### src/gncs_pkg.sv
// Shared widths, register indexes and sequencer states of the nearest-candidate search unit.
`default_nettype none

package gncs_pkg;

	localparam int POS_W    = 24;  // Q8.16 position
	localparam int VAR_W    = 20;  // Q4.16 variance
	localparam int TRACE_W  = 21;  // var_xx + var_yy
	localparam int GATE_W   = 23;  // Q7.16 gate
	localparam int ID_W     = 16;  // id field on the ports
	localparam int SLOT_W   = 4;   // slot field on the ports
	localparam int SLOT_EXT_W = 9; // slot widened for the depth check
	localparam int HALF_W   = 25;  // operand width of the shared multiplier
	localparam int PROD_W   = 2 * HALF_W;
	localparam int DIST_W   = 50;  // squared distance, Q18.32
	localparam int CROSS_W  = 72;  // squared distance times trace
	localparam int CFG_IDX_W = 1;

	localparam logic [CFG_IDX_W-1:0] REG_GATE_NORMAL = 1'd0;
	localparam logic [CFG_IDX_W-1:0] REG_GATE_UC     = 1'd1;

	localparam logic [GATE_W-1:0] GATE_NORMAL_RST = 23'd32768;
	localparam logic [GATE_W-1:0] GATE_UC_RST     = 23'd131072;

	typedef enum logic [3:0] {
		ST_IDLE,
		ST_READ,
		ST_DIFF,
		ST_SQX,
		ST_SQY,
		ST_SQZ,
		ST_DSUM,
		ST_LLO,
		ST_LHI,
		ST_RLO,
		ST_RHI,
		ST_CMP,
		ST_GATE,
		ST_FIN
	} state_t;

endpackage

`default_nettype wire

### src/gated_nearest_candidate_search_unit.sv
// Top level of the gated nearest-candidate search unit: table, sequencer and shared multiplier.
//
// A command word is taken when start is high and busy is low. A write word
// (cmd 0) loads one table slot in that cycle and produces no result; busy stays
// low, so another word may follow at once. A query word (cmd 1) scans every
// slot in order with one shared 25x25 multiplier and reports one result: done
// is high for exactly one cycle with found and match_id, and the receiver
// cannot stall it. A query skips dead slots and live slots whose flag differs
// from the query; the first matching slot takes three squares through the
// multiplier, and every later matching slot takes the three squares and four
// partial cross products. The gate square and the result follow the last
// slot. Busy drops in the cycle that done is shown, so the next word may be
// accepted then. Cost is compared exactly as D_new * t_best < D_best * t_new
// with the trace clamped to one LSB; on a tie the lower slot keeps the win.
// Gate registers may be written at any time the unit is idle.
`default_nettype none

module gated_nearest_candidate_search_unit #(
	parameter int TABLE_DEPTH = 16,
	parameter int ID_BITS     = 16
) (
	input  wire logic                                clk,
	input  wire logic                                arst_n,
	// command channel
	input  wire logic                                start,
	output logic                                     busy,
	input  wire logic                                cmd,
	input  wire logic [gncs_pkg::SLOT_W-1:0]         slot,
	input  wire logic [gncs_pkg::ID_W-1:0]           entry_id,
	input  wire logic                                entry_valid,
	input  wire logic signed [gncs_pkg::POS_W-1:0]   pos_x,
	input  wire logic signed [gncs_pkg::POS_W-1:0]   pos_y,
	input  wire logic signed [gncs_pkg::POS_W-1:0]   pos_z,
	input  wire logic [gncs_pkg::VAR_W-1:0]          var_xx,
	input  wire logic [gncs_pkg::VAR_W-1:0]          var_yy,
	input  wire logic                                under_constrained,
	// result channel
	output logic                                     done,
	output logic                                     found,
	output logic [gncs_pkg::ID_W-1:0]                match_id,
	// register write port
	input  wire logic                                cfg_we,
	input  wire logic [gncs_pkg::CFG_IDX_W-1:0]      cfg_index,
	input  wire logic [gncs_pkg::GATE_W-1:0]         cfg_wdata
);

	localparam int IDX_W = $clog2(TABLE_DEPTH);
	localparam logic [IDX_W-1:0] LAST_IDX = IDX_W'(TABLE_DEPTH - 1);
	localparam int HW = gncs_pkg::HALF_W;

	typedef struct packed {
		logic [ID_BITS-1:0]                     id;
		logic signed [gncs_pkg::POS_W-1:0]      x;
		logic signed [gncs_pkg::POS_W-1:0]      y;
		logic signed [gncs_pkg::POS_W-1:0]      z;
		logic [gncs_pkg::TRACE_W-1:0]           trace;
		logic                                   flag;
	} entry_t;

	// ------------------------------------------------------------------
	// Gate registers
	// ------------------------------------------------------------------
	logic [gncs_pkg::GATE_W-1:0] gate_n_q;
	logic [gncs_pkg::GATE_W-1:0] gate_uc_q;

	always_ff @(posedge clk or negedge arst_n) begin
		if (!arst_n) begin
			gate_n_q  <= gncs_pkg::GATE_NORMAL_RST;
			gate_uc_q <= gncs_pkg::GATE_UC_RST;
		end else if (cfg_we) begin
			unique case (cfg_index)
				gncs_pkg::REG_GATE_NORMAL: gate_n_q  <= cfg_wdata;
				gncs_pkg::REG_GATE_UC:     gate_uc_q <= cfg_wdata;
				default: ;
			endcase
		end
	end

	// ------------------------------------------------------------------
	// Command accept and table write
	// ------------------------------------------------------------------
	gncs_pkg::state_t state_q, state_d;

	logic accept;
	logic wr_en;
	logic [gncs_pkg::SLOT_EXT_W-1:0] slot_ext;
	logic [IDX_W-1:0] wr_idx;
	entry_t wr_entry;

	assign busy     = (state_q != gncs_pkg::ST_IDLE);
	assign accept   = start && !busy;
	assign slot_ext = gncs_pkg::SLOT_EXT_W'(slot);
	assign wr_idx   = slot_ext[IDX_W-1:0];
	// Drop writes to slots beyond the table.
	assign wr_en    = accept && !cmd &&
		(slot_ext < gncs_pkg::SLOT_EXT_W'(TABLE_DEPTH));

	always_comb begin
		wr_entry.id    = ID_BITS'(entry_id);
		wr_entry.x     = pos_x;
		wr_entry.y     = pos_y;
		wr_entry.z     = pos_z;
		wr_entry.trace = gncs_pkg::TRACE_W'(var_xx) + gncs_pkg::TRACE_W'(var_yy);
		wr_entry.flag  = under_constrained;
	end

	entry_t mem_q [TABLE_DEPTH];
	entry_t rd_q;
	logic [IDX_W-1:0] idx_q;

	always_ff @(posedge clk) begin
		if (wr_en) begin
			mem_q[wr_idx] <= wr_entry;
		end
		rd_q <= mem_q[idx_q];
	end

	// Live bits: the only part of the table that reset clears.
	logic [TABLE_DEPTH-1:0] live_q;

	always_ff @(posedge clk or negedge arst_n) begin
		if (!arst_n) begin
			live_q <= '0;
		end else if (wr_en) begin
			live_q[wr_idx] <= entry_valid;
		end
	end

	// ------------------------------------------------------------------
	// Query registers and datapath
	// ------------------------------------------------------------------
	logic signed [gncs_pkg::POS_W-1:0] qx_q, qy_q, qz_q;
	logic                              qflag_q;
	logic [HW-1:0]                     ax_q, ay_q, az_q;
	logic [gncs_pkg::TRACE_W-1:0]      tn_q;
	logic [ID_BITS-1:0]                idn_q;
	logic [gncs_pkg::DIST_W-1:0]       acc_q, d_q;
	logic [gncs_pkg::CROSS_W-1:0]      lhs_q, rhs_q;
	logic [gncs_pkg::PROD_W-1:0]       prod_q;

	logic                              have_q;
	logic [gncs_pkg::DIST_W-1:0]       best_d_q;
	logic [gncs_pkg::TRACE_W-1:0]      best_t_q;
	logic [ID_BITS-1:0]                best_id_q;

	logic [HW-1:0] mul_a, mul_b;
	logic [gncs_pkg::PROD_W-1:0] mul_p;
	logic [HW-1:0] dx, dy, dz;
	logic [gncs_pkg::DIST_W-1:0] d_full;
	logic [gncs_pkg::CROSS_W-1:0] rhs_full;
	logic cmp_less;
	logic slot_done;
	logic take_first;
	logic take_better;
	logic gate_pass;

	// Signed differences, one bit wider than the positions.
	assign dx = {qx_q[gncs_pkg::POS_W-1], qx_q} - {rd_q.x[gncs_pkg::POS_W-1], rd_q.x};
	assign dy = {qy_q[gncs_pkg::POS_W-1], qy_q} - {rd_q.y[gncs_pkg::POS_W-1], rd_q.y};
	assign dz = {qz_q[gncs_pkg::POS_W-1], qz_q} - {rd_q.z[gncs_pkg::POS_W-1], rd_q.z};

	assign d_full   = acc_q + prod_q;
	assign rhs_full = rhs_q + (gncs_pkg::CROSS_W'(prod_q) << HW);
	assign cmp_less = (lhs_q < rhs_full);
	assign gate_pass = have_q && (best_d_q < prod_q);

	assign take_first  = (state_q == gncs_pkg::ST_DSUM) && !have_q;
	assign take_better = (state_q == gncs_pkg::ST_CMP) && cmp_less;

	// Shared multiplier: operands by sequencer step, product registered.
	always_comb begin
		mul_a = '0;
		mul_b = '0;
		unique case (state_q)
			gncs_pkg::ST_SQX: begin
				mul_a = ax_q;
				mul_b = ax_q;
			end
			gncs_pkg::ST_SQY: begin
				mul_a = ay_q;
				mul_b = ay_q;
			end
			gncs_pkg::ST_SQZ: begin
				mul_a = az_q;
				mul_b = az_q;
			end
			gncs_pkg::ST_LLO: begin
				mul_a = d_q[HW-1:0];
				mul_b = HW'(best_t_q);
			end
			gncs_pkg::ST_LHI: begin
				mul_a = d_q[gncs_pkg::DIST_W-1:HW];
				mul_b = HW'(best_t_q);
			end
			gncs_pkg::ST_RLO: begin
				mul_a = best_d_q[HW-1:0];
				mul_b = HW'(tn_q);
			end
			gncs_pkg::ST_RHI: begin
				mul_a = best_d_q[gncs_pkg::DIST_W-1:HW];
				mul_b = HW'(tn_q);
			end
			gncs_pkg::ST_GATE: begin
				mul_a = HW'(qflag_q ? gate_uc_q : gate_n_q);
				mul_b = HW'(qflag_q ? gate_uc_q : gate_n_q);
			end
			default: ;
		endcase
	end

	assign mul_p = mul_a * mul_b;

	// Payload registers: no reset.
	always_ff @(posedge clk) begin
		prod_q <= mul_p;
		if (accept && cmd) begin
			qx_q    <= pos_x;
			qy_q    <= pos_y;
			qz_q    <= pos_z;
			qflag_q <= under_constrained;
		end
		if (state_q == gncs_pkg::ST_DIFF) begin
			// Take magnitudes; the most negative difference maps to 2^24 - 1 unsigned.
			ax_q  <= dx[HW-1] ? -dx : dx;
			ay_q  <= dy[HW-1] ? -dy : dy;
			az_q  <= dz[HW-1] ? -dz : dz;
			tn_q  <= (rd_q.trace == '0) ? gncs_pkg::TRACE_W'(1) : rd_q.trace;
			idn_q <= rd_q.id;
		end
		if (state_q == gncs_pkg::ST_SQY) acc_q <= prod_q;
		if (state_q == gncs_pkg::ST_SQZ) acc_q <= d_full;
		if (state_q == gncs_pkg::ST_DSUM) d_q <= d_full;
		if (state_q == gncs_pkg::ST_LHI) lhs_q <= gncs_pkg::CROSS_W'(prod_q);
		if (state_q == gncs_pkg::ST_RLO) begin
			lhs_q <= lhs_q + (gncs_pkg::CROSS_W'(prod_q) << HW);
		end
		if (state_q == gncs_pkg::ST_RHI) rhs_q <= gncs_pkg::CROSS_W'(prod_q);
		if (take_first) begin
			best_d_q  <= d_full;
			best_t_q  <= tn_q;
			best_id_q <= idn_q;
		end else if (take_better) begin
			best_d_q  <= d_q;
			best_t_q  <= tn_q;
			best_id_q <= idn_q;
		end
	end

	// ------------------------------------------------------------------
	// Sequencer
	// ------------------------------------------------------------------
	always_ff @(posedge clk or negedge arst_n) begin
		if (!arst_n) begin
			state_q <= gncs_pkg::ST_IDLE;
		end else begin
			state_q <= state_d;
		end
	end

	always_comb begin
		state_d   = state_q;
		slot_done = 1'b0;
		unique case (state_q)
			gncs_pkg::ST_IDLE: begin
				if (accept && cmd) state_d = gncs_pkg::ST_READ;
			end
			gncs_pkg::ST_READ: begin
				// Skip dead slots without waiting for the table data.
				if (live_q[idx_q]) state_d = gncs_pkg::ST_DIFF;
				else slot_done = 1'b1;
			end
			gncs_pkg::ST_DIFF: begin
				if (rd_q.flag == qflag_q) state_d = gncs_pkg::ST_SQX;
				else slot_done = 1'b1;
			end
			gncs_pkg::ST_SQX: state_d = gncs_pkg::ST_SQY;
			gncs_pkg::ST_SQY: state_d = gncs_pkg::ST_SQZ;
			gncs_pkg::ST_SQZ: state_d = gncs_pkg::ST_DSUM;
			gncs_pkg::ST_DSUM: begin
				// First match wins outright; no cross products needed.
				if (have_q) state_d = gncs_pkg::ST_LLO;
				else slot_done = 1'b1;
			end
			gncs_pkg::ST_LLO: state_d = gncs_pkg::ST_LHI;
			gncs_pkg::ST_LHI: state_d = gncs_pkg::ST_RLO;
			gncs_pkg::ST_RLO: state_d = gncs_pkg::ST_RHI;
			gncs_pkg::ST_RHI: state_d = gncs_pkg::ST_CMP;
			gncs_pkg::ST_CMP: slot_done = 1'b1;
			gncs_pkg::ST_GATE: state_d = gncs_pkg::ST_FIN;
			gncs_pkg::ST_FIN: state_d = gncs_pkg::ST_IDLE;
			default: state_d = gncs_pkg::ST_IDLE;
		endcase
		if (slot_done) begin
			state_d = (idx_q == LAST_IDX) ? gncs_pkg::ST_GATE : gncs_pkg::ST_READ;
		end
	end

	// Slot counter and candidate flag.
	always_ff @(posedge clk or negedge arst_n) begin
		if (!arst_n) begin
			idx_q  <= '0;
			have_q <= 1'b0;
		end else begin
			if (accept && cmd) begin
				idx_q  <= '0;
				have_q <= 1'b0;
			end else begin
				if (slot_done) idx_q <= idx_q + IDX_W'(1);
				if (take_first) have_q <= 1'b1;
			end
		end
	end

	// ------------------------------------------------------------------
	// Result register: one-cycle strobe
	// ------------------------------------------------------------------
	logic done_q;
	logic found_q;
	logic [gncs_pkg::ID_W-1:0] match_id_q;

	always_ff @(posedge clk or negedge arst_n) begin
		if (!arst_n) begin
			done_q <= 1'b0;
		end else begin
			done_q <= (state_q == gncs_pkg::ST_FIN);
		end
	end

	always_ff @(posedge clk) begin
		if (state_q == gncs_pkg::ST_FIN) begin
			found_q    <= gate_pass;
			match_id_q <= gate_pass ? gncs_pkg::ID_W'(best_id_q) : '0;
		end
	end

	assign done     = done_q;
	assign found    = found_q;
	assign match_id = match_id_q;

endmodule

`default_nettype wire
### config.mk
export PLATFORM = sky130hd
export DESIGN_NAME = gated_nearest_candidate_search_unit
export DESIGN_NICKNAME = d
export VERILOG_FILES = /design/src/gncs_pkg.sv /design/src/gated_nearest_candidate_search_unit.sv
export SDC_FILE = /design/constraint.sdc
export NUM_CORES = 2
export LEC_CHECK = 0
export ABC_AREA = 1
export BUFFER_PORTS_ARGS = -buffer_cell sky130_fd_sc_hd__buf_2
export CAP_MARGIN = 20
export CORE_MARGIN = 5
export CORE_UTILIZATION = 38
export DETAILED_ROUTE_END_ITERATION = 8
export HOLD_SLACK_MARGIN = 0.1
export SLEW_MARGIN = 20
export SYNTH_ARGS = -nofsm -noshare
export SYNTH_HDL_FRONTEND = slang
export SYNTH_SLANG_ARGS = --single-unit
### constraint.sdc
create_clock -name clk -period 12.6 [get_ports clk]
set_clock_uncertainty 0.2 [all_clocks]
set_input_delay 3.15 -clock clk [delete_from_list [all_inputs] [get_ports clk]]
set_output_delay 3.15 -clock clk [all_outputs]
set_load 0.05 [all_outputs]
# After elaboration in Yosys (flattened, before gate mapping)
# Memory sizes are Yosys's and may differ from the RTL's. A register that Yosys moved wholly into a read port is not among the register bits.
# Index checks and enable logic that the tools add are counted.
totals:
  ramBits: 1760
  mem_bits_ro: 0
  latchBits: 0
  word_cells: 131
  ff_bits: 633
  mem_count: 1
  input_bits: 163
op_classes:
  n_mux: 38
  reduce_logical: 24
  n_addsub: 11
  n_bitwise: 1
  n_eq_ne: 20
  magnitude_cmp: 6
  multipliers: 1
  div: 0
  shifts: 0
mem_list:
  columns: ["name", "words", "word_bits", "read_ports", "rd_clocked_by_memory_dff", "wr", "line_no", "rtl"]
  rows:
  - ["mem_q", 16, 110, 1, 1, 1, "gated_nearest_candidate_search_unit.sv:107", "entry_t mem_q [TABLE_DEPTH];"]
op_table:
  columns: ["operator", "n"]
  rows:
  - ["$mux W50", 4]
  - ["$pmux W25 S8", 1]
  - ["$pmux W25 S6", 1]
  - ["$mux W72", 2]
  - ["$neg A25 Y25", 3]
  - ["$sub A24 B24 Y25", 3]
  - ["$add A50 B72 Y72", 1]
  - ["$add A72 B72 Y72", 1]
  - ["$lt A72 B72 Y1", 1]
  - ["$mux W24", 3]
  - ["$pmux W4 S13", 1]
  - ["$add A50 B50 Y50", 1]
  - ["$lt A50 B50 Y1", 1]
  - ["$mul A25 B25 Y50", 1]
  - ["$mux W21", 2]
  - ["$mux W16", 2]
  - ["$mux W4", 8]
  - ["$eq A4 B4 Y1 const B", 7]
  - ["$mux W23", 1]
  - ["$add A20 B20 Y21", 1]
  - ["$logic_not A21 Y1", 1]
  - ["$bwmux W16", 1]
  - ["$eq A4 B3 Y1 const B", 4]
  - ["$lt A4 B5 Y1 const B", 3]
  - ["21 further kinds", 47]

# Logic depth before layout (Yosys ltp)
logic_depth:
  depth_word: 7
  depth_mapped: 40

# Worst setup path after synthesis
# No wires, ideal clock.
synth_path:
  path_type: "input to register"
  startpoint: "input port start"
  endpoint: "register live_q[10]"
  arrival_time_ps: 8941
  cell_stages: 7
  t_required_ps: 12311
  path_slack_ps: 3371
  cell_sequence: "inv_1 -> nor2_1 -> nand2_1 -> inv_1 -> nand3_1 -> nor2_1 -> mux2_2"
synth_between:
  elab_chain_cells: 3
synth_lines:
  columns: ["element", "line_no", "rtl"]
  rows:
  - ["start, declared", "gated_nearest_candidate_search_unit.sv:25", "input wire logic start,"]
  - ["$logic_and A1 B1 Y1", "gated_nearest_candidate_search_unit.sv:91", "assign accept = start && !busy;"]
  - ["$logic_and A1 B1 Y1 (2 in series)", "gated_nearest_candidate_search_unit.sv:95", "assign wr_en = accept && !cmd &&"]
  - ["end signal, assigned by index", "gated_nearest_candidate_search_unit.sv:125", "live_q[wr_idx] <= entry_valid;"]
  - ["end, declared", "gated_nearest_candidate_search_unit.sv:119", "logic [TABLE_DEPTH-1:0] live_q;"]
# Every way passes these cells.
# A chain may end at the register's enable or synchronous reset.

# Worst setup path after layout
layout_path:
  startpoint: "register state_q[1]"
  endpoint: "register prod_q[33] (netlist bit)"
layout_between:
  elab_chain_cells: 4
  elab_cells_between_ends: 13
layout_lines:
  columns: ["element", "line_no", "rtl"]
  rows:
  - ["start, declared", "gated_nearest_candidate_search_unit.sv:82", "gncs_pkg::state_t state_q, state_d;"]
  - ["start signal, assigned", "gated_nearest_candidate_search_unit.sv:254", "state_q <= gncs_pkg::ST_IDLE;"]
  - ["start signal, assigned", "gated_nearest_candidate_search_unit.sv:256", "state_q <= state_d;"]
  - ["$eq A4 B4 Y1 or $eq A4 B3 Y1 (tied branches)", "gated_nearest_candidate_search_unit.sv:174", "unique case (state_q)"]
  - ["$reduce_or A2 Y1 (no source line)", null, null]
  - ["$pmux W25 S6", "gated_nearest_candidate_search_unit.sv:174", null]
  - ["$mul A25 B25 Y50 *", "gated_nearest_candidate_search_unit.sv:211", "assign mul_p = mul_a * mul_b;"]
  - ["named net mul_p (one bit)", "gated_nearest_candidate_search_unit.sv:147", "logic [gncs_pkg::PROD_W-1:0] mul_p;"]
  - ["end signal, assigned", "gated_nearest_candidate_search_unit.sv:215", "prod_q <= mul_p;"]
  - ["end, declared", "gated_nearest_candidate_search_unit.sv:139", "logic [gncs_pkg::PROD_W-1:0] prod_q;"]
# The timed path passes the listed nets; every way through them passes the cells marked *.

==> results.json <==
{
  "run_status": "finished clean",
  "vias_per_cell": 5.34,
  "cts_tree": "done",
  "r2r_end": "prod_q[33]",
  "synthArstFlopShare_pct": 2.88,
  "path_common_cell": "fa_1",
  "globalplace.congestion": 0.971,
  "synth.most_common_cell": "nand2_1",
  "first_pass_iters": 6,
  "synth_compound_area_share_pct": 10.0,
  "crit_slowest_cell": "inv_1",
  "max-cap-violations": 0,
  "ys_seq_elements": 2503,
  "critPathRequiredTime_ns": 13.18,
  "synthAdderAreaFrac_pct": 12.9,
  "grt_pass1_wl_mm": 603,
  "setup_viol": 0,
  "hold_buffers": 0,
  "synth.largest_area_cell": "edfxtp_1",
  "grt_max_degree": 215,
  "antenna_found_initial": 55,
  "core-area_mm2": 0.350,
  "initial_core_util_pct": 38.2,
  "reg2regPathDepth": 28,
  "cts_buffer_depth": 4,
  "synth_top_family_by_area": "simple AND/OR/NAND/NOR gates",
  "min_path_cells": 0,
  "ys_types": 69,
  "nets": 14368,
  "min_to": "idn_q[12]",
  "cp-end-kind": "flop",
  "clkSlewWorstSetupHoldPaths_ns": 0.06,
  "ys.flop_type": "edfxtp_1",
  "cpLargestDelayFamily": "adder cells",
  "overflow": 0,
  "critPathBufInv": 7,
  "cts_buffers": 276,
  "cp-start-kind": "flop",
  "avgSynthCellArea_um2": 10.2,
  "hp-class": "reg2reg",
  "port_buffers": 181,
  "synth_xor_area_share_pct": 1.45,
  "wl_mm": 409,
  "path_class": "reg2reg",
  "max_freq_ghz": 0.105,
  "cpPeakStageDelay_ns": 0.65,
  "die_w_um": 603,
  "relSlewSlack_pct": 22.1,
  "r2r_start": "state_q[1]",
  "fin_setup_tns_ns": 0,
  "finalHoldViolations": 0,
  "synth-simple-area-share_pct": 14.2,
  "r2r_slack_ns": 3.06,
  "die_height_um": 603,
  "critical_path.startpoint": "state_q[1]",
  "fin_crit_sh_pct": 75.7,
  "htreeDepth": 5,
  "ys_warn_count": 0,
  "ys_top_cells_by_count": "nand2_1 (2,420), edfxtp_1 (2,271), inv_1 (1,684)",
  "groute.usage.overall_pct": 21.8,
  "drv_slew": 0,
  "area_delta_synth_final_pct": 11.1,
  "die_area_mm2": 0.364,
  "ant_nets": 0,
  "drt_iter0_markers": 9202,
  "syn_inst": 13085,
  "clock-root-buffer": "clkbuf_16",
  "grt_pass1_vias": 92436,
  "fin_util_pct": 42.4,
  "syn_nets": 14302,
  "rows": 217,
  "synth_edf_count": 2271,
  "netlist_area_mm2": 0.134,
  "wl_per_cell_um": 22.8,
  "ys_seq_area_share_pct": 54.8,
  "min_from": "rd_q[106]",
  "path_max_fanout": 40,
  "post_cts_buffers": 0,
  "synth.area.mux_share_pct": 0.0674,
  "rsz0062_at_grt": "no",
  "io_pins": 182,
  "ctsResizeCount": 0,
  "drive_gt1_share_pct": 6.59,
  "fin_crit_ns": 9.54,
  "crit_arrival_ns": 10.13,
  "numClockSinks": 2503,
  "dp_hpwl_mm": 265,
  "synth.area.top_cells": "edfxtp_1 (51%), fa_1 (8.0%), nand2_1 (6.8%), ha_1 (4.9%), inv_1 (4.7%)",
  "clock_latency_ns": 0.88,
  "drc": 0,
  "worstMarginPinSlew_ns": 1.16,
  "yosysTopAreaCellShare_pct": 51.0,
  "via_count": 96104
}
[sequential cells by signal (all words and copies together) (netlist names), 21 cells and up]
signal	count
qx_q	24
az_q	25
lhs_q	72
qz_q	24
rhs_q	50
d_q	50
ax_q	25
gate_uc_q	23
qy_q	24
tn_q	21
acc_q	50
mem_q	1760
prod_q	50
gate_n_q	23
rd_q	110
ay_q	25
best_t_q	21
best_d_q	50
[worst register-to-register path: cells and delay by family, from the launching register on]
family	cells	cell delay, ns
AOI/OAI and AO/OA	2	0.39
xor gates and xnor gates	1	0.16
adders and majority gates	8	3.96
buffers and inverters	7	1.74
DFF	1	0.48
and+or+nand+nor	10	2.55
[metrics by stage]
stage / hold slack, ns / setup WS [ns] / cell area [um2] / cells
after floorplan: 0.186 / 3.37 / 134000 / 13085
after global placement: 0.187 / 3.10 / 140000 / 17470
after detailed placement: 0.189 / 3.11 / 140000 / 17470
after CTS: 0.197 / 3.08 / 148000 / 17973
after global routing: 0.204 / 2.51 / 148000 / 17981
final: 0.201 / 3.06 / 148000 / 17990
[metal layers]
| layer | routed length, um | GRT usage (%) |
|---|---|---|
| met1 | 172000 | 29.7 |
| met2 | 194000 | 35.9 |
| met3 | 28100 | 2.95 |
| met4 | 14900 | 7.22 |
| met5 | 162 | 0 |
[kinds of logic (layout without fill, tap and decap cells)]
group,count (synthesis),count (layout)
multiplexers,8,8
XOR/XNOR,222,222
AO/OA/AOI/OAI,2327,2327
flip-flops,2503,2503
other,0,15
AND/OR/NAND/NOR,4709,4709
buffers and inverters,2262,2553
adder cells (fa/ha/maj),1054,1054
[cells in the final DEF, fill, tap and decap left out, types with 175 or more instances in the layout]
cell	n
o21ai_0	1212
buf_2	180
ha_1	521
nand2_1	2419
nor2_1	1530
nand3_1	470
fa_1	533
edfxtp_1	2271
inv_1	1677
clkbuf_16	283
o221ai_1	175
o22ai_1	272
a21oi_1	384
[layout make-up]
class                   instances  area (um2)
fillers                     33361      202000
flip-flops and latches       2503       73200
multi-input cells            8320       51900
clock buffers                 378        7660
inverters                    1713        6470
well taps                    4599        5750
repair buffers                337        2270
clock inverters               125        1150
diodes                         15        37.5
[how the worst max path moves through the flow]
stage	to	cells after the start	slack, ns
after CTS	prod_q[33]	28	3.08
after global routing	prod_q[37]	34	2.51
after global placement	prod_q[37]	34	3.10
after detailed placement	prod_q[33]	28	3.11
after floorplan	live_q[10]	7	3.37
final	prod_q[33]	28	3.06
Power is left out: the tool's default activity adds up to more than one toggle a clock period on the data nets, which glitch-free logic cannot reach.
